`src/design/uart_buffered_tx_rx_rings_assert.svh`:
```
// Assertion macros shared by the ring buffer RTL.
`ifndef UART_BUFFERED_TX_RX_RINGS_ASSERT_SVH
`define UART_BUFFERED_TX_RX_RINGS_ASSERT_SVH

// Condition that must hold at every clock edge outside reset.
`define UBR_ASSERT(lbl, prop, msg) \
    lbl: assert property (@(posedge clk) disable iff (!rst_n) (prop)) \
        else $error(msg);

// Condition that must hold in the cycle after a trigger, outside reset.
`define UBR_ASSERT_NEXT(lbl, trig, post, msg) \
    lbl: assert property (@(posedge clk) disable iff (!rst_n) (trig) |=> (post)) \
        else $error(msg);

`endif

```
`src/design/ubr_pkg.sv`:
```
// Types and constants shared by the UART ring buffer block.
package ubr_pkg;

    localparam int BYTE_W       = 8;
    localparam int LEVEL_W      = 5;
    localparam int TX_DEPTH_DEF = 16;
    localparam int RX_DEPTH_DEF = 16;

    typedef enum logic [1:0] {
        CMD_WRITE   = 2'd0,
        CMD_READ    = 2'd1,
        CMD_SERVICE = 2'd2
    } cmd_e_t;

    typedef struct packed {
        logic [1:0]        command;
        logic [BYTE_W-1:0] data_byte;
        logic              rx_ready;
        logic              tx_ready;
    } ubr_in_t;

    typedef struct packed {
        logic               done_res;
        logic [BYTE_W-1:0]  read_byte;
        logic               tx_valid;
        logic [BYTE_W-1:0]  tx_byte;
        logic               tx_irq_enable;
        logic               rx_dropped;
        logic [LEVEL_W-1:0] rx_level;
        logic [LEVEL_W-1:0] tx_level;
    } ubr_out_t;

    typedef struct packed {
        logic push;
        logic pop;
    } ring_ctrl_t;

    typedef struct packed {
        logic empty;
        logic full;
    } ring_flags_t;

endpackage

```
`src/design/ubr_ring.sv`:
```
// Byte ring with free-running pointers modulo twice the depth and a registered read port.
`include "uart_buffered_tx_rx_rings_assert.svh"

module ubr_ring #(
    parameter int DEPTH = ubr_pkg::TX_DEPTH_DEF
) (
    input  logic                         clk,
    input  logic                         rst_n,
    input  ubr_pkg::ring_ctrl_t          ctrl,
    input  logic [ubr_pkg::BYTE_W-1:0]   wr_data,
    output logic [ubr_pkg::BYTE_W-1:0]   rd_data,
    output ubr_pkg::ring_flags_t         flags,
    output logic [$clog2(DEPTH+1)-1:0]   level
);
    import ubr_pkg::*;

    localparam int PTR_W  = $clog2(2 * DEPTH);
    localparam int SLOT_W = $clog2(DEPTH);
    localparam int LVL_W  = $clog2(DEPTH + 1);

    logic [PTR_W-1:0]  wr_ptr_reg, wr_ptr_next;
    logic [PTR_W-1:0]  rd_ptr_reg, rd_ptr_next;
    logic [PTR_W-1:0]  wr_off, rd_off;
    logic [SLOT_W-1:0] wr_slot, rd_slot;
    logic [PTR_W:0]    level_wide;
    logic [BYTE_W-1:0] mem [DEPTH];
    logic [BYTE_W-1:0] rd_data_reg;

    // Fold each pointer onto its slot.
    assign wr_off  = (wr_ptr_reg >= PTR_W'(DEPTH)) ? wr_ptr_reg - PTR_W'(DEPTH) : wr_ptr_reg;
    assign rd_off  = (rd_ptr_reg >= PTR_W'(DEPTH)) ? rd_ptr_reg - PTR_W'(DEPTH) : rd_ptr_reg;
    assign wr_slot = wr_off[SLOT_W-1:0];
    assign rd_slot = rd_off[SLOT_W-1:0];

    always_comb
    begin
        if (wr_ptr_reg >= rd_ptr_reg)
        begin
            level_wide = {1'b0, wr_ptr_reg} - {1'b0, rd_ptr_reg};
        end
        else
        begin
            level_wide = {1'b0, wr_ptr_reg} + (PTR_W+1)'(2 * DEPTH) - {1'b0, rd_ptr_reg};
        end
    end

    assign level       = level_wide[LVL_W-1:0];
    assign flags.empty = (wr_ptr_reg == rd_ptr_reg);
    assign flags.full  = (level == LVL_W'(DEPTH));

    always_comb
    begin
        wr_ptr_next = wr_ptr_reg;
        rd_ptr_next = rd_ptr_reg;
        if (ctrl.push)
        begin
            wr_ptr_next = (wr_ptr_reg == PTR_W'(2 * DEPTH - 1)) ? '0 : wr_ptr_reg + 1'b1;
        end
        if (ctrl.pop)
        begin
            rd_ptr_next = (rd_ptr_reg == PTR_W'(2 * DEPTH - 1)) ? '0 : rd_ptr_reg + 1'b1;
        end
    end

    always_ff @(posedge clk or negedge rst_n)
    begin
        if (!rst_n)
        begin
            wr_ptr_reg <= '0;
            rd_ptr_reg <= '0;
        end
        else
        begin
            wr_ptr_reg <= wr_ptr_next;
            rd_ptr_reg <= rd_ptr_next;
        end
    end

    // Storage and registered read; push and pop never hit the same item.
    always_ff @(posedge clk)
    begin
        if (ctrl.push)
        begin
            mem[wr_slot] <= wr_data;
        end
        if (ctrl.pop)
        begin
            rd_data_reg <= mem[rd_slot];
        end
    end

    assign rd_data = rd_data_reg;

    `UBR_ASSERT(a_no_push_full, !(ctrl.push && flags.full), "push into a full ring")
    `UBR_ASSERT(a_no_pop_empty, !(ctrl.pop && flags.empty), "pop from an empty ring")
    `UBR_ASSERT_NEXT(a_push_grows, ctrl.push && !ctrl.pop, level == $past(level) + LVL_W'(1), "level did not grow after push")
    `UBR_ASSERT_NEXT(a_pop_shrinks, ctrl.pop && !ctrl.push, level == $past(level) - LVL_W'(1), "level did not shrink after pop")
    `UBR_ASSERT(a_level_bound, level <= LVL_W'(DEPTH), "ring level beyond depth")

endmodule

```
`src/design/uart_buffered_tx_rx_rings.sv`:
```
// Top level: host-side transmit and receive rings for an interrupt-driven UART.
//
// The block takes one item per clock cycle: a host write (push a byte onto the
// transmit ring), a host read (pop a byte from the receive ring) or a service
// event (store a received byte, hand the oldest transmit byte out). An item is
// accepted whenever the result register is empty or is being drained in the same
// cycle, and its result appears in the cycle after acceptance, so the sustained
// rate is one item per cycle while results are drained. Each ring updates its
// pointers on acceptance, and the registered read port of the ring storage
// delivers the popped byte together with the result. Each result carries both
// fill levels after the item, the transmit interrupt enable, and whether a
// received byte was dropped on a full receive ring. Ring storage is not cleared
// at reset; only the pointers, the enable flag and the result flags are, so no
// clearing pass is needed. Levels are reported in five bits.
`include "uart_buffered_tx_rx_rings_assert.svh"

module uart_buffered_tx_rx_rings #(
    parameter int TX_DEPTH = ubr_pkg::TX_DEPTH_DEF,
    parameter int RX_DEPTH = ubr_pkg::RX_DEPTH_DEF
) (
    input  logic              clk,
    input  logic              rst_n,
    input  logic              in_valid,
    output logic              in_ready,
    input  ubr_pkg::ubr_in_t  in_data,
    output logic              out_valid,
    input  logic              out_ready,
    output ubr_pkg::ubr_out_t out_data
);
    import ubr_pkg::*;

    localparam int TX_LVL_W = $clog2(TX_DEPTH + 1);
    localparam int RX_LVL_W = $clog2(RX_DEPTH + 1);

    logic                accept;
    ring_ctrl_t          tx_ctrl, rx_ctrl;
    ring_flags_t         tx_flags, rx_flags;
    logic [TX_LVL_W-1:0] tx_level;
    logic [RX_LVL_W-1:0] rx_level;
    logic [BYTE_W-1:0]   tx_rd_data, rx_rd_data;

    logic out_valid_reg, out_valid_next;
    logic irq_en_reg,    irq_en_next;
    logic done_reg,      done_next;
    logic drop_reg,      drop_next;
    logic tx_pop_reg;
    logic rx_pop_reg;

    // Take a new item unless a finished result is stalled.
    assign in_ready = !out_valid_reg || out_ready;
    assign accept   = in_valid && in_ready;

    // Decode the item into ring operations; gate on fill state.
    always_comb
    begin
        tx_ctrl     = '0;
        rx_ctrl     = '0;
        irq_en_next = irq_en_reg;
        done_next   = done_reg;
        drop_next   = drop_reg;
        if (accept)
        begin
            done_next = 1'b0;
            drop_next = 1'b0;
            unique case (cmd_e_t'(in_data.command))
                CMD_WRITE:
                begin
                    tx_ctrl.push = !tx_flags.full;
                    done_next    = !tx_flags.full;
                    // Ring is never empty after a write: arm the interrupt.
                    if (tx_ctrl.push || !tx_flags.empty)
                    begin
                        irq_en_next = 1'b1;
                    end
                end
                CMD_READ:
                begin
                    rx_ctrl.pop = !rx_flags.empty;
                    done_next   = !rx_flags.empty;
                end
                CMD_SERVICE:
                begin
                    if (in_data.rx_ready)
                    begin
                        rx_ctrl.push = !rx_flags.full;
                        drop_next    = rx_flags.full;
                    end
                    if (in_data.tx_ready)
                    begin
                        tx_ctrl.pop = !tx_flags.empty;
                        // Nothing left to send: disarm the interrupt.
                        if (tx_flags.empty)
                        begin
                            irq_en_next = 1'b0;
                        end
                    end
                end
                default:
                begin
                    // Unused code: no change, flags cleared above.
                end
            endcase
        end
    end

    assign out_valid_next = accept || (out_valid_reg && !out_ready);

    always_ff @(posedge clk or negedge rst_n)
    begin
        if (!rst_n)
        begin
            out_valid_reg <= 1'b0;
            irq_en_reg    <= 1'b0;
            done_reg      <= 1'b0;
            drop_reg      <= 1'b0;
            tx_pop_reg    <= 1'b0;
            rx_pop_reg    <= 1'b0;
        end
        else
        begin
            out_valid_reg <= out_valid_next;
            irq_en_reg    <= irq_en_next;
            done_reg      <= done_next;
            drop_reg      <= drop_next;
            if (accept)
            begin
                tx_pop_reg <= tx_ctrl.pop;
                rx_pop_reg <= rx_ctrl.pop;
            end
        end
    end

    ubr_ring #(
        .DEPTH (TX_DEPTH)
    ) u_tx_ring (
        .clk     (clk),
        .rst_n   (rst_n),
        .ctrl    (tx_ctrl),
        .wr_data (in_data.data_byte),
        .rd_data (tx_rd_data),
        .flags   (tx_flags),
        .level   (tx_level)
    );

    ubr_ring #(
        .DEPTH (RX_DEPTH)
    ) u_rx_ring (
        .clk     (clk),
        .rst_n   (rst_n),
        .ctrl    (rx_ctrl),
        .wr_data (in_data.data_byte),
        .rd_data (rx_rd_data),
        .flags   (rx_flags),
        .level   (rx_level)
    );

    // Pointers and the enable flag change only on acceptance, so while a result
    // waits they still describe the state just after its item.
    assign out_valid              = out_valid_reg;
    assign out_data.done_res      = done_reg;
    assign out_data.read_byte     = rx_pop_reg ? rx_rd_data : '0;
    assign out_data.tx_valid      = tx_pop_reg;
    assign out_data.tx_byte       = tx_pop_reg ? tx_rd_data : '0;
    assign out_data.tx_irq_enable = irq_en_reg;
    assign out_data.rx_dropped    = drop_reg;
    assign out_data.rx_level      = LEVEL_W'(rx_level);
    assign out_data.tx_level      = LEVEL_W'(tx_level);

endmodule

```
`config.mk`:
```
export PLATFORM = sky130hd
export DESIGN_NAME = uart_buffered_tx_rx_rings
export DESIGN_NICKNAME = d
export VERILOG_FILES = /design/src/design/ubr_pkg.sv /design/src/design/ubr_ring.sv /design/src/design/uart_buffered_tx_rx_rings.sv
export VERILOG_INCLUDE_DIRS = /design/src /design/src/design
export SDC_FILE = /design/constraint.sdc
export NUM_CORES = 1
export LEC_CHECK = 0
export ABC_AREA = 1
export BUFFER_PORTS_ARGS = -buffer_cell sky130_fd_sc_hd__buf_2
export CAP_MARGIN = 20
export CORE_MARGIN = 4
export CORE_UTILIZATION = 56
export DETAILED_ROUTE_END_ITERATION = 10
export GPL_ROUTABILITY_DRIVEN = 0
export GPL_TIMING_DRIVEN = 0
export PLACE_DENSITY = 0.76
export SETUP_SLACK_MARGIN = 0.3
export SLEW_MARGIN = 20
export SYNTH_ARGS = -nofsm -noshare
export SYNTH_HDL_FRONTEND = slang
export SYNTH_SLANG_ARGS = --single-unit
```
`constraint.sdc`:
```
create_clock -name clk -period 2.6 [get_ports clk]
set_input_delay 0.13 -clock clk [delete_from_list [all_inputs] [get_ports clk]]
set_output_delay 0.13 -clock clk [all_outputs]
set_load 0.01 [all_outputs]
```
# Word-level counts from Yosys, hierarchy flattened
# Memory sizes are Yosys's and may differ from the RTL's. A register that Yosys moved wholly into a read port is not among the register bits.
# Index checks and enable logic that the tools add are counted.
# op_classes
muxes,31
eq_ne,13
add_sub_neg,14
order_cmp,6
reduce_logical,14
# op_table
op,count
$add A5 B1 Y5 const B,6
$eq A5 B5 Y1 const B,6
$mux W5,6
$ge A5 B5 Y1 const B,4
$sub A5 B5 Y5,4
$mux W4,4
$mux W8,2
$sub A4 B1 Y4 const B,4
$mux W1,15
$eq A5 B5 Y1,2
$ge A5 B5 Y1,2
$logic_not A1 Y1,6
$ne A2 B2 Y1 const B,3
$reduce_and A5 Y1,1
$mux W2,2
$pmux W1 S2,2
$logic_or A1 B1 Y1,3
$eq A2 B1 Y1 const B,1
$eq A2 B2 Y1 const B,1
$logic_and A1 B1 Y1,2
$logic_not A2 Y1,1
$reduce_bool A2 Y1,1
# word_totals
mem_bits_rw,256
regBits,26
output_inout_bits,32
memories,2
# mem_list
name,words,width,read_ports,rd_ports_with_merged_regs,wr,line_no,rtl
u_rx_ring.mem,16,8,1,1,1,ubr_ring.sv:26,logic [BYTE_W-1:0] mem [DEPTH];
u_tx_ring.mem,16,8,1,1,1,ubr_ring.sv:26,

# Depth between registers and ports, before layout
# depth
depth_word,10
mapped_depth,14

# By module
# From an unflattened synthesis, not the netlist that was laid out.
# unflattened
cells_unflattened,1387
hier_area_um2,13671.9
# by_module_without_submodules
module,area_per_inst_um2,cells_per_inst,instances
ubr_ring at u_tx_ring,6633.9,669,1
ubr_ring at u_rx_ring,6527.5,636,1
uart_buffered_tx_rx_rings,510.5,82,1

# Worst setup path before layout
# No wires, ideal clock.
# synth_timing
path_type,register to register
from,reg u_rx_ring.rd_ptr_reg[1]
to,"mem u_rx_ring.mem[4][0], enable pin"
synth_period_minus_slack_ns,2.690
path_slack_ns,-0.090
required_ns,2.230
stages_incl_launch_ff,10
arrival_ns,2.320
n_path_buf,2
path_cell_list,dfrtp_1 buf_4 buf_1 inv_1 fa_1 xor2_1 nor2_1 nand3_4 nand3_2 nor2_1
# synth_lines
element,line_no,rtl
"start, declared",ubr_ring.sv:22,"logic [PTR_W-1:0] rd_ptr_reg, rd_ptr_next;"
"start signal, assigned",ubr_ring.sv:75,rd_ptr_reg <= rd_ptr_next;
"end, declared",ubr_ring.sv:26,

# Worst setup path in the final report
# layout_timing
from,reg u_tx_ring.rd_ptr_reg[1]
to,"mem u_tx_ring.mem[8][5], enable pin"
# layout_via
elab_chain_len,8
# layout_lines
element,line_no,rtl
"start, declared",ubr_ring.sv:22,
"start signal, assigned",ubr_ring.sv:75,
"$sub A5 B5 Y5, or another cell as far along",ubr_ring.sv:43,"level_wide = {1'b0, wr_ptr_reg} + (PTR_W+1)'(2 * DEPTH) - {1'b0, rd_ptr_reg};"
$mux W5 (*),ubr_ring.sv:37,if (wr_ptr_reg >= rd_ptr_reg)
$eq A5 B5 Y1 (*),ubr_ring.sv:49,assign flags.full = (level == LVL_W'(DEPTH));
$logic_not A1 Y1 (*),uart_buffered_tx_rx_rings.sv:68,tx_ctrl.push = !tx_flags.full;
$mux W1 (*),uart_buffered_tx_rx_rings.sv:65,unique case (cmd_e_t'(in_data.command))
$mux W2 (*),uart_buffered_tx_rx_rings.sv:61,if (accept)
$mux W1 (*),ubr_ring.sv:82,if (ctrl.push)
$mux W1 (implied by the code) (*),ubr_ring.sv:84,mem[wr_slot] <= wr_data;
"end, declared",ubr_ring.sv:26,
# Mark *: on every way between the ends. The rest lies on a longest branch, timed or not.

==> results.toml <==
[routing]
wl_per_cell_um = 21.6
antenna_left = 0
vias = 9492
remaining_drc_errors = 0
drt-total-wl_mm = 34.8
drt-initial-drc-count = 1212
vias_per_cell = 5.90
first_pass_iters = 6

[pwr]
power.density_nw_per_um2 = 1080
p_leak_nw = 5.97
vdd_ir_drop_max_mv = 0.711

[placement]
pre_cts_ws_ns = -0.202
dp_hpwl_mm = 20.6
port_buffers = 47

[setup_path]
endpoint_kind = "flop"
crit_type = "reg -> reg"
reg2regPathDepth = 12
critPathMaxFanout = 6
required_ns = 2.86
arrival_ns = 2.80
start_kind = "flop"

[job]
cap_viol_max_count = 0

[sta]
period_share = 0.978
tightestPinTransition_ns = 0.777
fmax_mhz = 393
setup_viol = 0
layout_setup_ws_ns = 0.0580
grt_setup_unrepaired = "yes"
hold_viol = 0
finClkSkew_ns = 0.0170
max_slew_margin = 0.482
slew_violations = 0
tns_ns = 0
layout_min_cycle_time_ns = 2.54

[clocking]
clock_sinks = 298
cts_buffers = 29
path_clk_slew_ns = 0.06
cts-root-buf = "clkbuf_16"
clockBufferDepth = 3
clock_latency_ns = 0.55
cts_tree = "built"
htreeDepth = 1

[status]
status = "complete, no violations"

[synth]
synth_cell_types = 36
synth_flop_cell = "edfxtp_1"
synth_nets = 1194
synth-edff-count = 272
synth_cells = 1152
async_reset_ff_frac = 0.0872
synth_area_sq_um = 13000
yosysSeqAreaShare = 0.678
syn_avg_cell_area_sq_um = 11.3
yosys_warnings = 0
ys_ff_latch = 298

[min_path]
min_path_type = "in -> reg"
worst_hold_path.num_cells = 5

[floorplanning]
row_count = 55
initial_core_util = 0.573
num_io_pins = 48
core_area_sq_um = 22700
dieHeight_um = 160
die_w_um = 160
die_area_sq_um = 25700

[global_route]
busiest_layer = "met2"
antenna_found_initial = 0
grt_usage = 0.261
globalRouteMet2Util = 0.463
grt-ovfl-total = 0
grt_pass1_wl_mm = 52.4
use_met1 = 0.328
gr-usage-met3 = 0.0323
grt_pass1_vias = 9387
grt_max_degree = 33

[final_layout]
n_antenna_cell = 0
area_growth_pct = 22.9
nFillCells = 1404
final_nets = 1344
layout_common_cells = "272 x edfxtp_1, 200 x nor2_1, 146 x nand2_1"
top_regs = "u_rx_ring.mem (128), u_tx_ring.mem (128)"
drive_gt1_frac = 0.238
layout_commonest_cell = "edfxtp_1"
finish.utilization = 0.704
==> cell families (layout without fill, tap and decap cells) <==
logic type | Yosys count | in the layout | share of synthesized area
xor gates and xnor gates | 4 | 4 | 0.00269
AOI/OAI and AO/OA | 200 | 200 | 0.0855
DFF | 298 | 298 | 0.678
adders and majority gates | 26 | 26 | 0.0262
buffers and inverters | 142 | 314 | 0.0515
and+or+nand+nor | 482 | 483 | 0.156
==> Yosys cell counts (4+ instances only) <==
library cell / number / area share
buf_6: 8 / 0.0069
nand4_1: 5 / 0.0024
ha_1: 24 / 0.023
xor2_1: 4 / 0.0027
clkbuf_1: 18 / 0.0052
nor2_1: 233 / 0.067
o21ai_1: 34 / 0.013
nor2_2: 7 / 0.0034
o21ai_0: 112 / 0.043
dfrtp_1: 26 / 0.050
buf_2: 24 / 0.0092
edfxtp_1: 272 / 0.63
buf_4: 12 / 0.0069
nand2_1: 161 / 0.046
nand3_1: 54 / 0.021
o211ai_1: 40 / 0.023
inv_1: 73 / 0.021
a21oi_1: 7 / 0.0027
o22ai_1: 6 / 0.0029
==> cell type report <==
class                      count  area, sq um  share of cell area
timing repair buffer         118         1080              0.0677
clock inverter                16         87.6             0.00548
multi-input combinational    713         4000               0.250
sequential                   298         8830               0.552
clock buffer                  38          832              0.0521
tap                          285          357              0.0223
inverter                      77          309              0.0193
buffer                        65          485              0.0304
==> stage by stage <==
step / area, sq um / power, mW / hold slack [ns] / cells
floorplan: 13300 / 10.0 / -0.166 / 1152
global placement: 13900 / 11.8 / 0.188 / 1484
detailed placement: 13900 / 12.0 / 0.189 / 1484
CTS: 15700 / 16.5 / 0.0436 / 1589
global route: 16000 / 18.2 / 0.0915 / 1610
finish: 16000 / 17.3 / 0.0818 / 1610
==> where the power goes <==
| part | total (mW) | internal (mW) | leakage, nW | switching (mW) |
|---|---|---|---|---|
| Sequential | 5.72 | 5.54 | 2.77 | 0.185 |
| Clock | 4.02 | 2.26 | 0.463 | 1.77 |
| Combinational | 7.58 | 2.80 | 2.73 | 4.78 |
| Total | 17.3 | 10.6 | 5.97 | 6.73 |
==> what timing repair did <==
item / in CTS / in global routing
hold buffers: 7 / 0
setup buffers: 43 / 19
setup endpoints to repair: 282 / 279
pin swaps: 26 / 31
gates cloned: 1 / 2
gates resized for setup: 45 / 38
endpoints found under the hold margin: 37 / 0
==> routing by layer <==
metal,part of all wire,wire length [um],vias up
met5,0,0,-
met3,0.082,2840,121
met1,0.36,12500,4526
met2,0.51,17700,561
met4,0.050,1730,0
li1,-,-,4284
==> worst max-delay path, cell delays in order, from the launching register on <==
cell and delay [ns]:
dfrtp_1 0.37, buf_6 0.15, inv_6 0.04, buf_12 0.12
fa_2 0.57, or2_1 0.13, nor2_2 0.06, nand3_4 0.14
nand2_4 0.09, buf_12 0.15, buf_12 0.14, nor2_4 0.14
buf_12 0.15
==> final timing paths <==
| kind | startpoint | slack (ns) | end |
|---|---|---|---|
| max in group asynchronous | rst_n | 1.94 | u_rx_ring.wr_ptr_reg[0]$_DFFE_PN0P_ |
| min in group asynchronous | rst_n | 0.18 | u_tx_ring.wr_ptr_reg[0]$_DFFE_PN0P_ |
| worst min-delay path | in_data[1] | 0.08 | drop_reg$_DFFE_PN0P_ |
| worst min register to register | drop_reg$_DFFE_PN0P_ | 0.50 | drop_reg$_DFFE_PN0P_ |
| worst max register to register | u_tx_ring.rd_ptr_reg[1]$_DFFE_PN0P_ | 0.06 | u_tx_ring.mem[8][5]$_DFFE_PP_ |
| worst max-delay path | u_tx_ring.rd_ptr_reg[1]$_DFFE_PN0P_ | 0.06 | u_tx_ring.mem[8][5]$_DFFE_PP_ |
(Power assumes the default switching activity.)
